==> config.mk <==
export PLATFORM = sky130hd
export DESIGN_NAME = ssaa_ram
export DESIGN_NICKNAME = d
export VERILOG_FILES = /design/src/hdl/ssaa_ram.sv
export SDC_FILE = /design/constraint.sdc
export NUM_CORES = 1
export LEC_CHECK = 0
export ABC_AREA = 1
export BUFFER_PORTS_ARGS = -buffer_cell sky130_fd_sc_hd__buf_2
export CAP_MARGIN = 40
export CORE_ASPECT_RATIO = 2
export CORE_UTILIZATION = 45
export CTS_BUF_LIST = sky130_fd_sc_hd__clkbuf_2 sky130_fd_sc_hd__clkbuf_4 sky130_fd_sc_hd__clkbuf_8
export DETAILED_ROUTE_END_ITERATION = 10
export GPL_ROUTABILITY_DRIVEN = 0
export PLACE_DENSITY = 0.58
export SLEW_MARGIN = 5
export SYNTH_ARGS = -nofsm -noshare
export SYNTH_HDL_FRONTEND = slang
export SYNTH_SLANG_ARGS = --single-unit
==> constraint.sdc <==
create_clock -name i_clk -period 3.36 [get_ports i_clk]
set_clock_uncertainty 0.15 [all_clocks]
set_input_delay 0.336 -clock i_clk [delete_from_list [all_inputs] [get_ports i_clk]]
set_output_delay 0.336 -clock i_clk [all_outputs]
set_load 0.03 [all_outputs]
==> src/hdl/ssaa_ram.sv <==
// Generic single-write, single-read RAM with registered read data.
module ssaa_ram #(
    parameter int WIDTH = 8,
    parameter int DEPTH = 16
) (
    input  logic                                     i_clk,
    input  logic                                     i_we,
    input  logic [((DEPTH > 1) ? $clog2(DEPTH) : 1)-1:0] i_waddr,
    input  logic [WIDTH-1:0]                         i_wdata,
    input  logic                                     i_re,
    input  logic [((DEPTH > 1) ? $clog2(DEPTH) : 1)-1:0] i_raddr,
    output logic [WIDTH-1:0]                         o_rdata
);

    logic [WIDTH-1:0] r_mem [DEPTH];
    logic [WIDTH-1:0] r_rdata;

    always_ff @(posedge i_clk) begin
        if (i_we) begin
            r_mem[i_waddr] <= i_wdata;
        end
        if (i_re) begin
            r_rdata <= r_mem[i_raddr];
        end
    end

    assign o_rdata = r_rdata;

endmodule

# Word-level counts from Yosys, hierarchy flattened
# Memory sizes are Yosys's and may differ from the RTL's. A register that Yosys moved wholly into a read port is not among the register bits.
# Cells that the tools add are included.
dict set report word_totals {
  input_bits 19
  reg_bits 0
  word_cells 3
  n_memories 1
  mem_bits_rw 128
  romBits 0
  latchBits 0
  out_inout_bits 8
}
dict set report classes {
  n_eq_ne 0
  n_div 0
  bitwise_logic 0
  magnitude_cmp 0
  multipliers 0
  muxes 2
  add_sub_neg 0
  reduce_logical 0
  shift 0
}
# name depth word_bits rd rd_ports_with_merged_regs write_ports line_no
set mem_list {}
lappend mem_list {r_mem 16 8 1 1 1 15} ;# logic [WIDTH-1:0] r_mem [DEPTH];
# cell count
set op_table {}
lappend op_table {{$mux 1} 2}

# Logic depth before layout (Yosys ltp)
dict set report depth {
  word_depth 2
  depth_mapped 8
  ltp_nobuf 7
}

# Worst setup path after synthesis
# No wires, ideal clock.
dict set report synth_path {
  kind {input-to-reg}
  start {in i_waddr[2] in the netlist's numbering}
  end {mem r_mem[10][0] (enable)}
  t_required_ps 2840
  stages 2
  n_path_buf 0
  arrival_time_ps 917
  slack_ps 1923
  setup_ps 370
  path_cell_list {nand3b_1 nor2_1}
}
# element line_no
set synth_lines {}
lappend synth_lines {{from (decl)} 8} ;# input logic [((DEPTH > 1) ? $clog2(DEPTH) : 1)-1:0] i_waddr,
lappend synth_lines {{to (decl)} 15}
# No word-level cell before the write port.

==> metrics.log <==
INFO  metric result_of_the_run = finished, final reports clean
INFO  metric endpoint_kind = register
INFO  metric final_max_slew_viol_count = 0
INFO  metric power_density = 575.9 nW/um^2
INFO  metric cts.repair.resized = 0
INFO  metric clk_pin_slew_worst_paths = 80 ps
INFO  metric cap_violations = 0
INFO  metric floorplan.core_area = 12,630 sq um
INFO  metric reg2reg_setup_slack = 1950 ps
INFO  metric finish.instance_area = 6502 sq um
INFO  metric nature_of_the_critical_path_startpoint = input port
INFO  metric setup_viol = 0
INFO  metric critical_path_peak_fanout = 36
INFO  metric power.internal = 2.940 mW
INFO  metric clock_tree.buffer_depth = 2
INFO  metric die_width = 82.60 um
INFO  metric fp.dieH = 163.2 um
INFO  metric fin_crit = 1691 ps
INFO  metric tritoncts = yes
INFO  metric initialDrtViolationCount = 188
INFO  metric h-tree-depth = 4
INFO  metric worst_ep_required_time = 3400 ps
INFO  metric syn-mean-instance-area = 10.61 sq um
INFO  metric die_area = 13,480 sq um
INFO  metric route.detailed.wl_per_inst = 17.59 um
INFO  metric global_route.usage.total = 21.97%
INFO  metric clock-root-buffer = sky130_fd_sc_hd__clkbuf_8
INFO  metric grt_antenna_before_repair = 0
INFO  metric postSynthNetCount = 570
INFO  metric worst_ep_arrival_time = 1730 ps
INFO  metric floorplan.initialDensity = 46.30%
INFO  metric syn_inst = 551
INFO  metric netSwitchingFraction = 21.49%
INFO  metric p_leak = 2.778 nW
INFO  metric grt_util_met3 = 4.637%
INFO  metric finalSetupTns = 0 ps
INFO  metric drive_gt1_share = 10.71%
INFO  metric dpl-instance-area = 6028 sq um
INFO  metric yosysSeqAreaShare = 69.85%
INFO  metric crit_end = o_rdata[1]
INFO  metric post_route_antenna_net_violation_count = 0
INFO  metric hold_class = in2reg
INFO  metric total_congestion_overflow = 0
INFO  metric globalRoute.busiestLayer = met2
INFO  metric r2r_start = r_mem[1][6]
INFO  metric fmax = 0.5912 GHz
INFO  metric seq_power_share = 51.2%
INFO  metric grt_util_met1 = 24.54%
INFO  metric buffer_ports.inserted = 26
INFO  metric netlist_area = 5847 sq um
INFO  metric n_antenna_cell = 0
INFO  metric routed-via-count = 3,790
INFO  metric drt_drc_violations_left = 0
INFO  metric pwr-share-clk = 42.5%
INFO  metric rsz0062_at_grt = false
INFO  metric timing_worst_slew_pin_value = 830.9 ps
INFO  metric viasPerCell = 5.136
INFO  metric first_global_vias = 3,749
INFO  metric area_growth = 11.21%
INFO  metric worstReg2RegEnd = o_rdata[6]
INFO  metric switching_power = 0.8049 mW
INFO  metric dp.final_hpwl = 8734 um
INFO  metric insertion_delay = 440 ps
INFO  metric ios = 27
INFO  metric floorplan.rows = 58
INFO  metric combinationalPowerShare = 6.3%
INFO  metric synthesis.yosys.warnings = 0
INFO  metric max_slew_headroom = 44.40%
INFO  metric met2_usage = 37.64%
INFO  metric crit_start = i_raddr[0]
INFO  metric num-nets-final = 595
INFO  metric number_of_storage_elements_in_the_synthesis_netlist = 136
INFO  metric firstDrtPassIters = 5
INFO  metric grt_first_pass_wirelength = 20,530 um
INFO  metric synth.distinct_cells = 11
INFO  metric grt_start_max_net_pins = 65
INFO  metric route.final.wire_length = 12,980 um
INFO  metric number_of_sinks_driven_by_the_clock_tree = 136
INFO  metric post-cts-setup-buffer-count = 0
INFO  metric final_hold_violation_count = 0
INFO  metric postCtsHoldBufs = 0
INFO  metric worst_case_vdd_ir_drop = 0.3634 mV
INFO  metric cts_inserted_buffers = 17
INFO  metric critical_path_class = in2reg
INFO  metric worst-r2r-cell-count = 6
INFO  metric fin_crit_sh = 50.34%
cells in the mapped netlist (all sizes together):
cell,instances,area share (%)
edfxtp,136,70
nand3,97,8.3
inv,102,6.5
nor2,17,1.1
nand3b,2,0.26
nand2,173,11
buf,24,2.8
state kept, by name, indices dropped and copies added, names as in the netlist:
name	count
o_rdata	8
r_mem	128
layer usage:
metal	vias to the layer above	wire, um	share of wire, %
met5	-	0	0
met3	37	526	4.1
met1	1800	4814	37
met4	0	669	5.2
li1	1830	-	-
met2	123	6973	54
worst min path at each step:
stage | startpoint | end | cells after the start
floorplan | i_wdata[0] | r_mem[0][0] | 0
global placement | i_re | o_rdata[6] | 1
detailed placement | i_re | o_rdata[7] | 1
CTS | i_re | o_rdata[3] | 1
global route | i_re | o_rdata[3] | 1
finish | i_re | o_rdata[3] | 1
power by group through the flow:
| stage | registers, mW | logic [mW] | clock network, mW |
|---|---|---|---|
| after floorplan | 1.97 | 0.134 | 0 |
| after global routing | 1.92 | 0.264 | 1.68 |
| after detailed placement | 1.96 | 0.237 | 0 |
| final | 1.92 | 0.235 | 1.59 |
| after global placement | 1.96 | 0.234 | 0 |
| after CTS | 1.92 | 0.239 | 1.61 |
critical path, cell delays in order:
cell,delay (ps)
sky130_fd_sc_hd__buf_2,110
sky130_fd_sc_hd__inv_2,460
sky130_fd_sc_hd__buf_4,370
sky130_fd_sc_hd__nand2_1,70
sky130_fd_sc_hd__nand3_1,70
sky130_fd_sc_hd__nand3_1,140
sky130_fd_sc_hd__nand3_1,110
sky130_fd_sc_hd__nand2_1,60
layout by cell type, fill, tap and decap left out:
| cell type | count |
|---|---|
| sky130_fd_sc_hd__clkinv_4 | 2 |
| sky130_fd_sc_hd__clkbuf_8 | 17 |
| sky130_fd_sc_hd__clkinvlp_4 | 3 |
| sky130_fd_sc_hd__nand3_1 | 97 |
| sky130_fd_sc_hd__nor2_1 | 17 |
| sky130_fd_sc_hd__nand3b_1 | 2 |
| sky130_fd_sc_hd__inv_1 | 100 |
| sky130_fd_sc_hd__edfxtp_1 | 136 |
| sky130_fd_sc_hd__clkinv_2 | 1 |
| sky130_fd_sc_hd__buf_2 | 26 |
| sky130_fd_sc_hd__inv_2 | 2 |
| sky130_fd_sc_hd__buf_4 | 4 |
| sky130_fd_sc_hd__nand2_1 | 173 |
| sky130_fd_sc_hd__bufinv_16 | 6 |
| sky130_fd_sc_hd__clkbuf_4 | 2 |
cells by family (layout without fill, tap and decap cells):
family | Yosys count | in the layout | share of synthesized area, %
buffers and inverters | 126 | 163 | 9.394
DFF | 136 | 136 | 69.85
and+or+nand+nor | 289 | 289 | 20.76
stage by stage:
stage / instances / utilization [%] / total power, mW / setup slack [ps] / hold WS (ps)
after detailed placement: 707 / 47.74 / 2.194 / 1201 / 543.3
after global placement: 707 / 47.74 / 2.190 / 1247 / 534.9
after floorplan: 551 / - / 2.106 / 1923 / 284.9
after global routing: 738 / 51.50 / 3.866 / 1544 / 75.23
final: 738 / 51.50 / 3.745 / 1669 / 81.18
after CTS: 738 / 51.50 / 3.766 / 1667 / 74.24
cell type report:
class	instances	area, sq um
fillers	1187	6125
clock inverters	12	225.2
well taps	150	187.7
repair buffers	30	160.2
clock buffers	19	249.0
flip-flops and latches	136	4084
multi-input cells	289	1214
inverters	102	382.9
No activity file was read; power rests on OpenSTA's default activity.
