File: config.mk
export PLATFORM = sky130hd
export DESIGN_NAME = ssaa_merge
export DESIGN_NICKNAME = d
export VERILOG_FILES = /design/src/hdl/ssaa_pkg.sv /design/src/hdl/ssaa_merge.sv
export SDC_FILE = /design/constraint.sdc
export NUM_CORES = 1
export LEC_CHECK = 0
export BUFFER_PORTS_ARGS = -buffer_cell sky130_fd_sc_hd__buf_4
export CAP_MARGIN = 0
export CORE_UTILIZATION = 40
export DETAILED_ROUTE_END_ITERATION = 10
export GPL_ROUTABILITY_DRIVEN = 0
export PLACE_DENSITY_LB_ADDON = 0.05
export RECOVER_POWER = 50
export SYNTH_ARGS = -nofsm -noshare
export SYNTH_HDL_FRONTEND = slang
export SYNTH_SLANG_ARGS = --single-unit
File: constraint.sdc
create_clock -name vclk -period 12.11
set_input_delay 3.0275 -clock vclk [all_inputs]
set_output_delay 3.0275 -clock vclk [all_outputs]
set_load 0.005 [all_outputs]
File: src/hdl/ssaa_pkg.sv
// Shared types, constants and functions for the 2x2 supersample downsampler.
package ssaa_pkg;

    localparam int MAX_OUT_WIDTH_DEF = 1024;

    localparam int COLOR_W  = 8;
    localparam int PAIR_W   = COLOR_W + 1;
    localparam int DEPTH_W  = 32;
    localparam int CFG_W    = 11;
    localparam int CFG_H    = 13;
    localparam int CFG_DATA_W  = 13;
    localparam int CFG_INDEX_W = 8;

    localparam logic [CFG_W-1:0] OUT_WIDTH_RESET  = CFG_W'(640);
    localparam logic [CFG_H-1:0] OUT_HEIGHT_RESET = CFG_H'(480);

    // Configuration register indexes.
    localparam logic [CFG_INDEX_W-1:0] CFG_OUT_WIDTH  = CFG_INDEX_W'(0);
    localparam logic [CFG_INDEX_W-1:0] CFG_OUT_HEIGHT = CFG_INDEX_W'(1);

    typedef struct packed {
        logic [COLOR_W-1:0] sample_red;
        logic [COLOR_W-1:0] sample_green;
        logic [COLOR_W-1:0] sample_blue;
        logic [DEPTH_W-1:0] sample_depth;
    } t_sample;

    typedef struct packed {
        logic [COLOR_W-1:0] out_red;
        logic [COLOR_W-1:0] out_green;
        logic [COLOR_W-1:0] out_blue;
        logic [DEPTH_W-1:0] out_depth;
        logic               row_end;
        logic               frame_end;
    } t_result;

    // One line store entry: horizontal pair sums and the pair minimum depth.
    typedef struct packed {
        logic [PAIR_W-1:0]  red_sum;
        logic [PAIR_W-1:0]  green_sum;
        logic [PAIR_W-1:0]  blue_sum;
        logic [DEPTH_W-1:0] depth_min;
    } t_pair;

    localparam int PAIR_ENTRY_W = $bits(t_pair);

    // Position flags from the raster counter.
    typedef struct packed {
        logic col_phase;
        logic row_phase;
        logic last_col;
        logic last_row;
    } t_pos;

endpackage

File: src/hdl/ssaa_merge.sv
// Pair and block arithmetic: color sums, rounded averages and IEEE-754 depth minimum.
module ssaa_merge
    import ssaa_pkg::*;
(
    input  t_sample             i_sample,
    input  t_sample             i_held,
    input  t_pair               i_pair,
    output t_pair               o_pair,
    output logic [COLOR_W-1:0]  o_red,
    output logic [COLOR_W-1:0]  o_green,
    output logic [COLOR_W-1:0]  o_blue,
    output logic [DEPTH_W-1:0]  o_depth
);

    localparam int SUM_W = COLOR_W + 2;

    // True when a < b as single-precision values; NaN never compares less and
    // the two zeros compare equal.
    function automatic logic float_less(input logic [DEPTH_W-1:0] a,
                                        input logic [DEPTH_W-1:0] b);
        logic        nan_a;
        logic        nan_b;
        logic [30:0] ma;
        logic [30:0] mb;
        logic        res;
        nan_a = (a[30:23] == 8'hFF) && (a[22:0] != '0);
        nan_b = (b[30:23] == 8'hFF) && (b[22:0] != '0);
        ma    = a[30:0];
        mb    = b[30:0];
        if (nan_a || nan_b) begin
            res = 1'b0;
        end else if (ma == '0 && mb == '0) begin
            res = 1'b0;
        end else if (a[31] != b[31]) begin
            res = a[31];
        end else if (!a[31]) begin
            res = (ma < mb);
        end else begin
            res = (ma > mb);
        end
        return res;
    endfunction

    logic [SUM_W-1:0]   sum_red;
    logic [SUM_W-1:0]   sum_green;
    logic [SUM_W-1:0]   sum_blue;
    logic [DEPTH_W-1:0] dmin_upper;

    // Even row: combine the held left sample with the incoming right sample.
    assign o_pair.red_sum   = PAIR_W'(i_held.sample_red)   + PAIR_W'(i_sample.sample_red);
    assign o_pair.green_sum = PAIR_W'(i_held.sample_green) + PAIR_W'(i_sample.sample_green);
    assign o_pair.blue_sum  = PAIR_W'(i_held.sample_blue)  + PAIR_W'(i_sample.sample_blue);
    assign o_pair.depth_min = float_less(i_sample.sample_depth, i_held.sample_depth)
                            ? i_sample.sample_depth : i_held.sample_depth;

    // Odd row: finish the block from the stored pair and the lower pair.
    assign sum_red   = SUM_W'(i_pair.red_sum) + SUM_W'(i_held.sample_red)
                     + SUM_W'(i_sample.sample_red) + SUM_W'(2);
    assign sum_green = SUM_W'(i_pair.green_sum) + SUM_W'(i_held.sample_green)
                     + SUM_W'(i_sample.sample_green) + SUM_W'(2);
    assign sum_blue  = SUM_W'(i_pair.blue_sum) + SUM_W'(i_held.sample_blue)
                     + SUM_W'(i_sample.sample_blue) + SUM_W'(2);

    assign o_red   = sum_red[SUM_W-1:2];
    assign o_green = sum_green[SUM_W-1:2];
    assign o_blue  = sum_blue[SUM_W-1:2];

    assign dmin_upper = float_less(i_held.sample_depth, i_pair.depth_min)
                      ? i_held.sample_depth : i_pair.depth_min;
    assign o_depth    = float_less(i_sample.sample_depth, dmin_upper)
                      ? i_sample.sample_depth : dmin_upper;

endmodule

Word level (Yosys, flattened, before mapping)
Cells that the tools add are included.
{"block": "totals", "ff_bits": 0, "input_bits": 171, "out_inout_bits": 115, "elab_cells": 58}
{"block": "op_classes", "add_sub_neg": 12, "order_cmp": 6, "n_eq_ne": 7, "mux": 15, "reduce_logical": 18}
{"cell": "logical NOT 31 bit", "count": 4}
{"cell": "2-to-1 mux 32 bit", "count": 3}
{"cell": "> comparator 31 bit", "count": 3}
{"cell": "less-than comparator 31 bit", "count": 3}
{"cell": "nonzero test 23 bit", "count": 4}
{"cell": "equality test 8 bit (second input constant)", "count": 4}
{"cell": "adder 10 x 2 -> 10 bit (second input constant)", "count": 3}
{"cell": "adder 10 x 8 -> 10 bit", "count": 3}
{"cell": "adder 9 x 8 -> 10 bit", "count": 3}
{"cell": "adder 8 x 8 -> 9 bit", "count": 3}
{"cell": "2-to-1 mux 1 bit", "count": 12}
{"cell": "logical AND 1 bit", "count": 7}
{"cell": "logical OR 1 bit", "count": 3}
{"cell": "inequality test 1 bit", "count": 3}

Depth between registers and ports, before layout
{"block": "depth", "word_depth": 12, "ltp_mapped": 24, "ltp_nobuf": 21}

Worst setup path after synthesis
Ideal clock, no wire load.
{"block": "synth_timing", "kind": "input-to-output", "start": "in i_pair[20] (netlist name)", "end": "out o_depth[2]", "arrival_time_ps": 8290, "required_time_ps": 9082, "setup_slack_ps": 793, "stages": 24, "path_buffers": 3, "path_cell_list": "inv_1 -> ha_1 -> a41oi_1 -> o21ai_1 -> a221o_1 -> a211oi_2 -> a21oi_1 -> nor4b_4 -> clkbuf_1 -> buf_2 -> mux2i_1 -> ha_1 -> a21o_1 -> nand3_1 -> a21oi_1 -> a2111oi_0 -> o211ai_1 -> a2111oi_0 -> o2bb2ai_1 -> mux2i_1 -> o21ai_1 -> a211oi_2 -> buf_4 -> mux2_1"}
{"block": "synth_via", "elab_chain_len": 12, "word_cells_on_any_way": 26, "cone_classes": "4 x order compare; 2 x eq/ne; 10 x mux; 10 x reduce/logical"}
{"element": "start, declared", "line_no": "ssaa_merge.sv:7", "source": "input t_pair i_pair,"}
{"element": "less-than comparator 31 bit / > comparator 31 bit (equally long branches)", "line_no": "ssaa_merge.sv:37, ssaa_merge.sv:39"}
{"element": "2-to-1 mux 1 bit", "line_no": "ssaa_merge.sv:36", "source": "end else if (!a[31]) begin"}
{"element": "2-to-1 mux 1 bit", "line_no": "ssaa_merge.sv:34", "source": "end else if (a[31] != b[31]) begin"}
{"element": "2-to-1 mux 1 bit", "line_no": "ssaa_merge.sv:32", "source": "end else if (ma == '0 && mb == '0) begin"}
{"element": "2-to-1 mux 1 bit", "line_no": "ssaa_merge.sv:30", "source": "if (nan_a || nan_b) begin"}
{"element": "2-to-1 mux 32 bit *", "line_no": "ssaa_merge.sv:69", "source": "? i_held.sample_depth : i_pair.depth_min;"}
{"element": "less-than comparator 31 bit / > comparator 31 bit (equally long branches)", "line_no": "ssaa_merge.sv:37, ssaa_merge.sv:39"}
{"element": "2-to-1 mux 1 bit", "line_no": "ssaa_merge.sv:36"}
{"element": "2-to-1 mux 1 bit", "line_no": "ssaa_merge.sv:34"}
{"element": "2-to-1 mux 1 bit", "line_no": "ssaa_merge.sv:32"}
{"element": "2-to-1 mux 1 bit", "line_no": "ssaa_merge.sv:30"}
{"element": "2-to-1 mux 32 bit *", "line_no": "ssaa_merge.sv:71", "source": "? i_sample.sample_depth : dmin_upper;"}
{"element": "end, declared", "line_no": "ssaa_merge.sv:12", "source": "output logic [DEPTH_W-1:0] o_depth"}
Every way passes the cells marked *; elsewhere a longest branch is shown, timed or not.

Final worst setup path
{"block": "layout_timing", "start": "in i_pair[29] (netlist name)", "end": "out o_depth[0]"}
The elaborated chain is that of the path after synthesis.

==> key figures <==
Cells and area
  – Share of post-route cells with drive strength above 1: 29.3%
  – Commonest cells after routing, fill and taps aside: buf_4, ha_1, inv_1
  – Register area: 0 µm²
  – Most common cell after layout, fill and taps aside: buf_4
  – FF+latch count: 0
  – Diode count: 0
  – Layout Cells excl Fill: about 1200
  – Layout area overhead: 41.9%
  – Layout Nets: about 1400
  – # clk buffers: 0

Timing
  – Final-report hold violation count: 0
  – Final worst slack: 0.355 ns
  – Setup violators final: 0
  – Slew @ Worst Pin: 2.73 ns
  – RSZ-0062 raised after global routing: no
  – Crit share post-route: 97.1%
  – Fin crit period: roughly 12 ns
  – Max Clock Freq: 85.1 MHz
  – Relative slew slack: -83.0%
  – Slew Limit Fails: 15

Routing
  – Vias post-DR: approximately 6300
  – Drt total wl: 18800 µm
  – # DRC: 0
  – ANT nets after route: 0
  – Avg WL per Cell: 15.7 µm
  – Detail-routed via count per cell: 5.30
  – TritonRoute pass-1 iters: 5
  – Top Layer Used: met4
  – Initial DRC Count: 367
  – Met2 wire len: 8930 µm
  – Met3 WL: 1400 µm
  – Met1 Wirelength: 8300 µm

Synth
  – Post-synthesis sequential area ratio: 0%
  – Number of library cell types mapped by synthesis: 46
  – Mapped cell area: between 5000 and 6000 µm²
  – Post-Synthesis Cells: 731
  – Yosys warnings: 0
  – Syn Area/Cell: 7.85 µm²
  – Syn Nets: 1067

Die
  – Die Area: between 10000 and 15000 µm²
  – Die W: approximately 120 µm
  – Overall die height: 122 µm
  – Core Box Area: between 10000 and 15000 µm²
  – Num ports: 286
  – Row count: 43
  – Initial Util: 41.2%

Global routing
  – Vias in the first global route: 5967
  – Initial antenna violation count: 0
  – Largest net degree at the start of global routing: 20
  – First-pass GRT wire length: 28800 µm
  – GRT overflow: 0
  – Gr usage total: 24.2%

Critical path
  – Worst Path Required: around 9.1 ns
  – Arr. time, crit path: around 8.7 ns
  – Critical path class: primary input to output port
  – Crit path from: i_pair[29]
  – Maximum fanout along the worst path: 19
  – Worst setup SP type: primary input
  – Critical path capture point type: output port

Power and ir drop
  – PD cells: 62.1 nW/µm²
  – Max VDD drop: 0.0371 mV
  – Leak Pwr: 4.62 nW

Flow run
  – Max Cap Viol: 1

Placed design
  – Placed Instances: 1196
  – Post-DP HPWL: 17000 µm
  – Dpl ws: -0.151 ns
  – IO Port Bufs: between 200 and 300

CTS
  – Setup bufs post-CTS: 1
  – Cts repair resizes: 0
  – Post-CTS Hold Fix Bufs: 0

Worst hold path
  – Hold wc startpoint: i_held[48]
  – Hold Crit Class: primary input to output port
  – Hold endpoint: o_pair[50]
  – Cell depth of the worst hold path: 3

Run status
  – Failing checks: capacitance limit, slew limit
  – Status: complete, but fails checks
==> synth_stat cells (all sizes together), types with 4 or more instances <==
cell type,instances,share of area [%]
o21ai,23,2.0
inv,127,8.3
nand4,30,3.3
nor2,37,2.4
o21a,20,2.6
nand2,23,1.5
mux2,4,0.78
xnor2,18,2.7
xor2,6,0.92
buf,7,0.65
fa,22,7.7
mux2i,91,16
a211oi,5,0.83
a21o,31,4.1
nor4,24,2.7
nor2b,6,0.65
o21bai,6,0.78
ha,143,31
nand3,6,0.52
nor3,27,2.4
a21oi,48,4.2
==> cells by family after synthesis <==
family	after synthesis	synth area share, %
and+or+nand+nor	163	14.9
xor gates and xnor gates	24	3.66
buffers and inverters	136	9.09
adders and majority gates	166	39.0
AOI/OAI and AO/OA	147	16.7
muxes	95	16.7
==> metrics by stage <==
stage          setup TNS, ns  power (mW)  hold WS [ns]  utilization (%)  cell area (µm²)
5_1_grt                    0       0.560          6.40             58.4             8140
2_1_floorplan              0       0.267          6.14                -             5740
6_report                   0       0.506          6.38             58.4             8140
3_3_place_gp               0       0.511          6.36             58.6             8170
4_1_cts                    0       0.518          6.37             58.7             8180
3_5_place_dp           -1.46       0.514          6.37             58.6             8170
==> critical path, cell delays in order <==
cell,delay (ns)
buf_4,0.10
inv_1,0.05
ha_1,0.31
nand4_1,0.18
nor4_1,0.68
o41ai_2,0.22
and3_1,0.26
nor4b_4,0.30
buf_12,0.23
mux2i_1,0.27
ha_1,0.28
a211oi_1,0.25
o21ai_0,0.18
a31o_2,0.26
a21o_1,0.20
a2111oi_0,0.39
buf_4,0.19
o2bb2ai_1,0.13
mux2i_1,0.09
o21ai_1,0.22
a211oi_4,0.10
buf_4,0.26
mux2_1,0.37
buf_4,0.14
==> layer usage <==
metal	track usage (%)	vias to the layer above
met2	42.6	236
met4	2.24	0
met1	32.7	2893
met5	0	-
li1	-	3206
met3	2.29	12
==> power breakdown <==
part / total, mW / switching (mW) / internal [mW]
Combinational: 0.506 / 0.238 / 0.267
Sequential: 0 / 0 / 0
Clock: 0 / 0 / 0
Total: 0.506 / 0.238 / 0.267
==> cell type report <==
| class | instances | area, µm² |
|---|---|---|
| fill | 1329 | 5790 |
| inverter | 127 | 477 |
| multi-input combinational | 595 | 5230 |
| tap | 180 | 225 |
| timing repair buffer | 295 | 2220 |
==> worst max-delay path by stage <==
stage	depth (start not counted)	to
final	24	o_depth[0]
after global routing	25	o_depth[0]
after CTS	24	o_depth[0]
after detailed placement	22	o_depth[20]
after global placement	21	o_depth[20]
after floorplan	24	o_depth[2]
No activity file was read; power rests on OpenSTA's default activity.
