## config.mk

```make
export PLATFORM = sky130hd
export DESIGN_NAME = ssaa_pos
export DESIGN_NICKNAME = d
export VERILOG_FILES = /design/src/hdl/ssaa_pkg.sv /design/src/hdl/ssaa_pos.sv
export SDC_FILE = /design/constraint.sdc
export NUM_CORES = 1
export LEC_CHECK = 0
export BUFFER_PORTS_ARGS = -buffer_cell sky130_fd_sc_hd__buf_2
export CORE_MARGIN = 5
export CORE_UTILIZATION = 25
export DETAILED_ROUTE_END_ITERATION = 12
export GPL_ROUTABILITY_DRIVEN = 0
export GPL_TIMING_DRIVEN = 0
export HOLD_SLACK_MARGIN = 0.02
export PLACE_DENSITY = 0.48
export SYNTH_ARGS = -nofsm -noshare
export SYNTH_HDL_FRONTEND = slang
export SYNTH_SLANG_ARGS = --single-unit
```

## constraint.sdc

```tcl
create_clock -name i_clk -period 4.8 [get_ports i_clk]
set_input_delay 0.96 -clock i_clk [delete_from_list [all_inputs] [get_ports i_clk]]
set_output_delay 0.96 -clock i_clk [all_outputs]
set_load 0.05 [all_outputs]
```

## src/hdl/ssaa_pkg.sv

```systemverilog
// Shared types, constants and functions for the 2x2 supersample downsampler.
package ssaa_pkg;

    localparam int MAX_OUT_WIDTH_DEF = 1024;

    localparam int COLOR_W  = 8;
    localparam int PAIR_W   = COLOR_W + 1;
    localparam int DEPTH_W  = 32;
    localparam int CFG_W    = 11;
    localparam int CFG_H    = 13;
    localparam int CFG_DATA_W  = 13;
    localparam int CFG_INDEX_W = 8;

    localparam logic [CFG_W-1:0] OUT_WIDTH_RESET  = CFG_W'(640);
    localparam logic [CFG_H-1:0] OUT_HEIGHT_RESET = CFG_H'(480);

    // Configuration register indexes.
    localparam logic [CFG_INDEX_W-1:0] CFG_OUT_WIDTH  = CFG_INDEX_W'(0);
    localparam logic [CFG_INDEX_W-1:0] CFG_OUT_HEIGHT = CFG_INDEX_W'(1);

    typedef struct packed {
        logic [COLOR_W-1:0] sample_red;
        logic [COLOR_W-1:0] sample_green;
        logic [COLOR_W-1:0] sample_blue;
        logic [DEPTH_W-1:0] sample_depth;
    } t_sample;

    typedef struct packed {
        logic [COLOR_W-1:0] out_red;
        logic [COLOR_W-1:0] out_green;
        logic [COLOR_W-1:0] out_blue;
        logic [DEPTH_W-1:0] out_depth;
        logic               row_end;
        logic               frame_end;
    } t_result;

    // One line store entry: horizontal pair sums and the pair minimum depth.
    typedef struct packed {
        logic [PAIR_W-1:0]  red_sum;
        logic [PAIR_W-1:0]  green_sum;
        logic [PAIR_W-1:0]  blue_sum;
        logic [DEPTH_W-1:0] depth_min;
    } t_pair;

    localparam int PAIR_ENTRY_W = $bits(t_pair);

    // Position flags from the raster counter.
    typedef struct packed {
        logic col_phase;
        logic row_phase;
        logic last_col;
        logic last_row;
    } t_pos;

endpackage

```

## src/hdl/ssaa_pos.sv

```systemverilog
// Raster position counter: output column and row plus the phase within a 2x2 block.
module ssaa_pos
    import ssaa_pkg::*;
#(
    parameter int MAX_OUT_WIDTH = MAX_OUT_WIDTH_DEF
) (
    input  logic                 i_clk,
    input  logic                 i_rst_n,
    input  logic                 i_advance,
    input  logic                 i_restart,
    input  logic [CFG_W-1:0]     i_out_width,
    input  logic [CFG_H-1:0]     i_out_height,
    output logic [((MAX_OUT_WIDTH > 1) ? $clog2(MAX_OUT_WIDTH) : 1)-1:0] o_col,
    output t_pos                 o_pos
);

    localparam int AW = (MAX_OUT_WIDTH > 1) ? $clog2(MAX_OUT_WIDTH) : 1;

    logic [AW-1:0]    r_col,  n_col;
    logic [CFG_H-1:0] r_row,  n_row;
    logic             r_col_phase, n_col_phase;
    logic             r_row_phase, n_row_phase;
    logic [CFG_W-1:0] w_last;
    logic [CFG_H-1:0] h_last;
    logic             last_col;
    logic             last_row;

    // Zero width or height counts as one; width saturates at the line store size.
    always_comb begin
        if (i_out_width == '0) begin
            w_last = '0;
        end else if (32'(i_out_width) > 32'(MAX_OUT_WIDTH)) begin
            w_last = CFG_W'(MAX_OUT_WIDTH - 1);
        end else begin
            w_last = i_out_width - CFG_W'(1);
        end
        h_last = (i_out_height == '0) ? '0 : (i_out_height - CFG_H'(1));
    end

    assign last_col = (32'(r_col) == 32'(w_last));
    assign last_row = (r_row == h_last);

    always_comb begin
        n_col       = r_col;
        n_row       = r_row;
        n_col_phase = r_col_phase;
        n_row_phase = r_row_phase;
        if (i_restart) begin
            n_col       = '0;
            n_row       = '0;
            n_col_phase = 1'b0;
            n_row_phase = 1'b0;
        end else if (i_advance) begin
            if (!r_col_phase) begin
                n_col_phase = 1'b1;
            end else begin
                n_col_phase = 1'b0;
                if (!last_col) begin
                    n_col = r_col + AW'(1);
                end else begin
                    n_col = '0;
                    if (!r_row_phase) begin
                        n_row_phase = 1'b1;
                    end else begin
                        n_row_phase = 1'b0;
                        n_row       = last_row ? '0 : (r_row + CFG_H'(1));
                    end
                end
            end
        end
    end

    always_ff @(posedge i_clk) begin
        if (!i_rst_n) begin
            r_col       <= '0;
            r_row       <= '0;
            r_col_phase <= 1'b0;
            r_row_phase <= 1'b0;
        end else begin
            r_col       <= n_col;
            r_row       <= n_row;
            r_col_phase <= n_col_phase;
            r_row_phase <= n_row_phase;
        end
    end

    assign o_col           = r_col;
    assign o_pos.col_phase = r_col_phase;
    assign o_pos.row_phase = r_row_phase;
    assign o_pos.last_col  = last_col;
    assign o_pos.last_row  = last_row;

endmodule

```

* Word-level counts from Yosys, hierarchy flattened
Cells that the tools add are included.
** Storage, ports and cells
- Bits in registers :: 25
- Logic and storage cells :: 25
- Output and inout bits :: 14
- Input port bits :: 28
** Cells by class
- $lt $le $gt $ge :: 1
- Add/subtract/negate cells :: 4
- Reductions and logical operators :: 6
- Equal/unequal tests :: 2
- Bitwise gates (word level) :: 1
- Multiplexer cells :: 7
** Operators with widths (number)
- 2-to-1 mux 13 bit :: 2
- 2-to-1 mux 11 bit :: 2
- adder 13 x 1 -> 13 bit, second input constant :: 1
- equality test 13 bit :: 1
- logical NOT 13 bit :: 1
- subtractor 13 x 1 -> 13 bit, second input constant :: 1
- equality test 10 x 11 -> 1 bit :: 1
- greater-than comparator 11 bit, second input constant :: 1
- logical NOT 11 bit :: 1
- subtractor 11 x 1 -> 11 bit, second input constant :: 1
- adder 10 x 1 -> 10 bit, second input constant :: 1
- 2-to-1 mux 10 bit :: 1
- AND reduction 4 bit :: 1
- AND reduction 3 bit :: 1
- 2-to-1 mux 1 bit :: 2
- AND reduction 2 bit :: 1
- OR reduction 2 bit :: 1
- NOT 1 bit :: 1

* Longest topological paths before layout
Gate-level depths: netlist of run 1.
- Word-level depth :: 5
- Mapped depth :: 13

* Least setup slack after synthesis of run 1
Ideal clock, no wire load.
- Path kind :: input to output
- Start point :: input i_out_width[0]
- End point :: output o_pos[1] (netlist bit)
- Arrival time :: 3113 ps
- Setup slack :: 727 ps
- Cell stages on the path :: 11
- Path through :: clkbuf_1 -> inv_1 -> ha_1 -> or4b_4 -> nor3_1 -> o21ai_0 -> xnor2_1 -> a211oi_1 -> nand3_1 -> inv_1 -> buf_4
** On the way
- Cells in the longest elaborated chain, start to end :: 4
** RTL lines
- start, declared :: line ssaa_pos.sv:11 : input logic [CFG_W-1:0] i_out_width,
- subtractor 11 x 1 -> 11 bit or greater-than comparator 11 bit (tied branches) :: line ssaa_pos.sv:35, ssaa_pos.sv:32
- 2-to-1 mux 11 bit :: line ssaa_pos.sv:32 : end else if (32'(i_out_width) > 32'(MAX_OUT_WIDTH)) begin
- 2-to-1 mux 11 bit (*) :: line ssaa_pos.sv:30 : if (i_out_width == '0) begin
- equality test 10 x 11 -> 1 bit (*) :: line ssaa_pos.sv:40 : assign last_col = (32'(r_col) == 32'(w_last));
- end, declared :: line ssaa_pos.sv:14 : output t_pos o_pos
Mark *: on every way between the ends. The rest lies on a longest branch, timed or not.

* Final worst setup path of run 1
Same ends and word-level chain as after synthesis.

==> run summary, run 1 <==
Status -> finished clean
Syn Inst Count -> 313
Compound-Gate Fraction of Synth Area -> 0.245
CTS tree -> built
Reg2reg start -> o_col[0]$_SDFFE_PP0P_
Fin Setup TNS -> 0 ns
Yosys warns -> 0
Multi-input gate area -> 0.00174 mm^2
Layout cell share with drive strength beyond 1 -> 0.183
Async SR Flop Fraction -> 0
Synth area leader -> dfxtp_1
Seq cells post-synth -> 25
CP top delay family -> simple AND/OR/NAND/NOR gates
Post-CTS Resized -> 0
Hold Path Origin -> r_row_phase$_SDFFE_PP0P_
Buffers & Inverters on Critical Path -> 5
Clk Latency, worst-skew pair -> 0.27 ns
Worst R2R Setup Slack -> 2.16 ns
Vias per cell -> 5.01
Antenna viol nets, final -> 0
Synthesized cell area -> 0.00238 mm^2
Largest cells by area after synthesis -> dfxtp_1, xnor2_1, a21oi_1, nand3_1, xor2_1
Switching share of power -> 0.291
RSZ-0062 raised after global routing -> false
Pre-CTS WS -> 0.197 ns
Seq pwr share -> 0.486
CP Depth -> 12
First-pass GRT wire length -> 10700 um
Hold Buf Count CTS -> 0
PwrDens -> 154 mW/mm^2
Post-synth EDFFs -> 0
Clock sink count -> 25
Syn nets -> 345
Drt drc -> 0
Crit end category -> output port
Final setup violation count -> 0
Nets@finish -> 389
Post-CTS Setup Bufs -> 0
Via count -> 2430
CP required -> 3.84 ns
Switch Pwr -> 125 uW
Met3 WL post-DR -> 255 um
Initial core utilization -> 0.257
Clock share of power -> 0.299
Placed Cells -> 481
Share of total power in combinational logic -> 0.215
Commonest non-fill, non-tap cells in the layout -> buf_2, nor2_1, dfxtp_1
Worst VDD drop -> 0.0000939 V
Max Slew Vio Count -> 0
Max_slew headroom -> 0.405
Final cell count without fillers -> 485
Die H -> 107 um
Register Area -> 500 um^2
Clock Tree Buf Depth -> 2
Placed wire-length estimate -> 5140 um
Critical-path top delay cell -> nor4b_2
WL/cell -> 13.3 um
Initial DRC count -> 114
Area Overhead vs Synth -> 17.2%
Leakage power -> 0.981 nW
IO Count -> 42
Hold Path Depth -> 2
Cell Area, Placed -> 0.00273 mm^2
WL met2 -> 3060 um
Path depth of the worst reg2reg path -> 11
Hold Crit Class -> register to register
Design Power -> 429 uW
Register clock-pin slew on the reported worst setup and hold paths -> 0.09 ns
Final instance area -> 0.00278 mm^2
Util after Layout -> 0.301
Post-Synth Simple-Gate Area -> 0.336
GRT overflow -> 0
Post-Synth XOR/XNOR Area -> 0.118
Avg Inst Size Synth -> 7.59 um^2
CP Cell Sequence -> clkbuf_1 > inv_1 > ha_1 > nor4b_2 > nand4b_1 > nand3_1 > xor2_1 > a2111oi_4 > nand3_1 > inv_1 > buf_4 > buf_2
Die W -> 107 um
Seq/Total Area, Yosys -> 0.211
Area share of fa/ha/maj cells after synthesis -> 0.0211
Type of origin of the critical path -> input pin
Skew final -> 0.00204 ns
GRT Total Usage -> 0.111
Htree depth -> 1
Number of global-route vias before repair -> 2281
Max-cap violations -> 0
Top Layer Used -> met4
Wl on met1 -> 3100 um
Mux contribution to synthesized area -> 0.00843
First drt pass iteration count -> 4
Largest net degree at the start of global routing -> 15
Placeable core region -> 0.00924 mm^2
Main combinational cell family by area after synthesis -> simple AND/OR/NAND/NOR gates
Leading cell type in the layout, fill and taps excluded -> buf_2
Final wirelength -> 6440 um
# rows -> 35
Fill cell count -> 1044
Hold Path Sink -> r_row_phase$_SDFFE_PP0P_
Total die area -> 0.0116 mm^2
Internal -> 304 uW
Ys flop type -> dfxtp_1
Clock Root Buffer -> clkbuf_8
Worst r2r dst -> r_row[10]$_SDFFE_PP0P_
Worst-Margin Slew -> 0.885 ns
WS Path Type -> input pin to output port
Fmax -> 220 MHz
WHS -> 0.510 ns
Critical Path Fanout Max -> 9
Crit path time final -> 4.54 ns
Port-buffer cells -> 39
Tcrit/Tclk final -> 0.945
CP max stage delay -> 0.56 ns
Hold Fails Final Rpt -> 0
PnR worst setup slack -> 0.263 ns
Yosys top cell area share -> 0.211
TritonCTS Buffers -> 3
Antenna cells -> 0
Initial antenna violation count -> 0
Yosys cell types -> 62
WP data arrival -> 3.58 ns
==> power groups by stage <==
stage	clock (mW)	sequential, mW	combinational (mW)
after floorplan	0	0.214	0.0589
after global placement	0	0.213	0.0914
after detailed placement	0	0.213	0.0919
after CTS	0.133	0.208	0.0924
after global routing	0.145	0.209	0.103
final	0.128	0.208	0.0925
==> worst reg2reg max path: cells and delay by family (launching register included) <==
kind | cells | cell delay [ns]
DFF | 1 | 0.33
AOI/OAI and AO/OA | 5 | 1.08
and+or+nand+nor | 3 | 0.52
buffers and inverters | 3 | 0.60
==> state kept, by name, summed over array words and instances, names as in the netlist <==
name / cells
o_col: 10
r_col_phase: 1
r_row: 13
r_row_phase: 1
==> cell families after synthesis <==
kind of cell,Yosys count
and+or+nand+nor,142
DFF,25
buffers and inverters,29
xor gates and xnor gates,29
adders and majority gates,4
muxes,2
AOI/OAI and AO/OA,82
==> cell type report <==
cell class | instances | area share
buffer | 16 | 0.0333
clock buffer | 3 | 0.0148
clock inverter | 1 | 0.00180
inverter | 13 | 0.0175
multi-input combinational | 259 | 0.625
sequential | 25 | 0.180
tap | 129 | 0.0580
timing repair buffer | 39 | 0.0701
==> layer usage <==
| layer | vias up | track usage |
|---|---|---|
| met2 | 43 | 0.193 |
| met1 | 1125 | 0.148 |
| met3 | 2 | 0.0156 |
| li1 | 1260 | - |
| met5 | - | 0 |
| met4 | 0 | 0.0135 |
==> worst max path at each step <==
stage / startpoint / to
finish: i_out_width[0] / o_pos[1]
global route: i_out_width[0] / o_pos[1]
CTS: i_out_width[0] / o_pos[1]
detailed placement: i_out_width[0] / o_pos[1]
global placement: i_out_height[0] / o_pos[0]
floorplan: i_out_width[0] / o_pos[1]
==> synthesized netlist by cell type (all sizes together), types with 5 or more instances <==
cell    count
xor2       11
xnor2      16
dfxtp      25
nand4       8
nor2b       6
nor3        8
or4         6
buf        10
a21oi      21
o31ai       6
nand3      21
a211oi      5
nor4        8
nand2      23
and3        5
nand2b      5
o21ai      14
nor2       25
inv        13
clkbuf      6
No activity file was read; power rests on OpenSTA's default activity.
==> run 2, diff against run 1 <==
--- a/config.mk
+++ b/config.mk
@@ -12,6 +12,7 @@
 export GPL_ROUTABILITY_DRIVEN = 0
 export GPL_TIMING_DRIVEN = 0
 export HOLD_SLACK_MARGIN = 0.02
+export MAX_ROUTING_LAYER = met4
 export PLACE_DENSITY = 0.48
 export SYNTH_ARGS = -nofsm -noshare
 export SYNTH_HDL_FRONTEND = slang
==> run summary, run 2 (synthesis gave the netlist of run 1 again) <==
Status -> finished clean
Hold Fails Final Rpt -> 0 (unchanged)
CP max stage delay -> 0.57 ns (about the same)
Worst r2r dst -> r_row[10]$_SDFFE_PP0P_
GRT overflow -> 0 (unchanged)
Worst VDD drop -> 0.0000929 V (-1.1%)
Hold Path Origin -> r_row_phase$_SDFFE_PP0P_
Max Slew Vio Count -> 0 (unchanged)
Clk Latency, worst-skew pair -> 0.27 ns (about the same)
GRT Total Usage -> 0.113 (+0.00273)
CP Cell Sequence -> clkbuf_1 > inv_1 > ha_1 > nor4b_2 > nand4b_1 > nand3_1 > xor2_1 > a2111oi_4 > nand3_1 > inv_1 > buf_4 > buf_2
Skew final -> 0.00249 ns (+0.000451 ns)
WS Path Type -> input pin to output port
Die W -> 107 um (unchanged)
CP endpoint -> o_pos[1]
PwrDens -> 154 mW/mm^2 (about the same)
IO Count -> 42 (unchanged)
Placeable core region -> 0.00924 mm^2 (unchanged)
Final cell count without fillers -> 485 (unchanged)
Initial DRC count -> 122 (+7.0%)
Via count -> 2433 (+0.12%)
Design Power -> 429 uW (about the same)
RSZ-0062 raised after global routing -> false
Layout cell share with drive strength beyond 1 -> 0.183 (unchanged)
Leakage power -> 0.981 nW (unchanged)
Final wirelength -> 6420 um (-0.20%)
CTS tree -> built
Max_slew headroom -> 0.405 (-0.000440)
CP startpoint -> i_out_width[0]
Number of global-route vias before repair -> 2288 (+0.31%)
WP data arrival -> 3.58 ns (about the same)
Buffers & Inverters on Critical Path -> 5 (unchanged)
Initial antenna violation count -> 0 (unchanged)
Nets@finish -> 389 (unchanged)
Initial core utilization -> 0.257 (unchanged)
Worst R2R Setup Slack -> 2.16 ns (about the same)
Largest net degree at the start of global routing -> 15 (unchanged)
CP Depth -> 12 (unchanged)
Worst-Margin Slew -> 0.886 ns (+0.000655 ns)
Fmax -> 220 MHz (about the same)
Critical Path Fanout Max -> 9 (unchanged)
Most flop-heavy register -> r_row
Path depth of the worst reg2reg path -> 11 (unchanged)
First drt pass iteration count -> 4 (unchanged)
Antenna viol nets, final -> 0 (unchanged)
WL/cell -> 13.2 um (-0.20%)
Clock Tree Buf Depth -> 2 (unchanged)
Drt drc -> 0 (unchanged)
Htree depth -> 1 (unchanged)
Register clock-pin slew on the reported worst setup and hold paths -> 0.09 ns (about the same)
Clock Root Buffer -> clkbuf_8
CP required -> 3.84 ns (about the same)
Final instance area -> 0.00278 mm^2 (unchanged)
Commonest non-fill, non-tap cells in the layout -> buf_2, nor2_1, dfxtp_1
Fin Setup TNS -> 0 ns (unchanged)
Type of origin of the critical path -> input pin
First-pass GRT wire length -> 10700 um (-0.45%)
Post-CTS Setup Bufs -> 0 (unchanged)
Crit end category -> output port
Max reg flops -> 13 (unchanged)
Placed Cells -> 481 (unchanged)
Reg2reg start -> o_col[0]$_SDFFE_PP0P_
Area Overhead vs Synth -> 17.2% (unchanged)
Final setup violation count -> 0 (unchanged)
Vias per cell -> 5.02 (+0.12%)
Crit path time final -> 4.54 ns (+0.00401 ns)
Die H -> 107 um (unchanged)
Placed wire-length estimate -> 5140 um (unchanged)
Hold Crit Class -> register to register
Cell Area, Placed -> 0.00273 mm^2 (unchanged)
# rows -> 35 (unchanged)
TritonCTS Buffers -> 3 (unchanged)
Critical-path top delay cell -> nor4b_2
Util after Layout -> 0.301 (unchanged)
Leading cell type in the layout, fill and taps excluded -> buf_2
Total die area -> 0.0116 mm^2 (unchanged)
Max-cap violations -> 0 (unchanged)
Clock sink count -> 25 (unchanged)
Port-buffer cells -> 39 (unchanged)
Antenna cells -> 0 (unchanged)
CP top delay family -> simple AND/OR/NAND/NOR gates
Tcrit/Tclk final -> 0.946 (about the same)
-- run 2: cell counts in the layout (fill, tap and decap cells not counted) --
No cell type changed its count.
-- run 2: worst min-delay path, stage by stage, from the launching register on --
cell     delay [ns]
dfxtp_1        0.33
o21ai_0        0.07
a21oi_1        0.06
-- run 2: cell type report --
cell class | instances | area, um^2
multi-input combinational | 259 | 1740
fill | 1044 | 6460
tap | 129 | 161
clock inverter | 1 | 5.00
inverter | 13 | 48.8
clock buffer | 3 | 41.3
timing repair buffer | 39 | 195
sequential | 25 | 500
buffer | 16 | 92.6
-- run 2: through the flow --
step,hold WS [ns],setup WS [ns]
3_5_place_dp,0.496,0.197
6_report,0.507,0.259
4_1_cts,0.512,0.178
5_1_grt,0.550,0.0302
2_1_floorplan,0.467,0.727
3_3_place_gp,0.488,0.198
-- run 2: power breakdown --
group          total, mW  leakage (nW)  internal, mW  switching (mW)
Combinational     0.0925         0.754        0.0383          0.0542
Clock              0.128        0.0255        0.0581          0.0698
Sequential         0.208         0.201         0.208        0.000651
-- run 2: worst min path at each step --
stage	slack (ns)	depth (start not counted)	end
3_5_place_dp	0.50	2	r_row_phase$_SDFFE_PP0P_
2_1_floorplan	0.47	2	r_row_phase$_SDFFE_PP0P_
3_3_place_gp	0.49	2	r_row_phase$_SDFFE_PP0P_
5_1_grt	0.55	2	r_row_phase$_SDFFE_PP0P_
4_1_cts	0.51	2	r_row_phase$_SDFFE_PP0P_
6_report	0.51	2	r_row_phase$_SDFFE_PP0P_
-- run 2: repair_timing --
action                                  4_1_cts  5_1_grt
endpoints found under the setup margin        0        1
gates resized for setup                       0        1
hold buffers                                  0        0
hold endpoints to repair                      0        0
-- run 2: routing by layer --
metal / part of all wire / up-vias / GRT usage / wire [um]
li1: - / 1263 / - / -
met1: 0.49 / 1129 / 0.147 / 3150
met2: 0.47 / 39 / 0.193 / 3030
met3: 0.035 / 2 / 0.0156 / 223
met4: 0.0026 / 0 / 0.0135 / 17
met5: 0 / - / - / 0
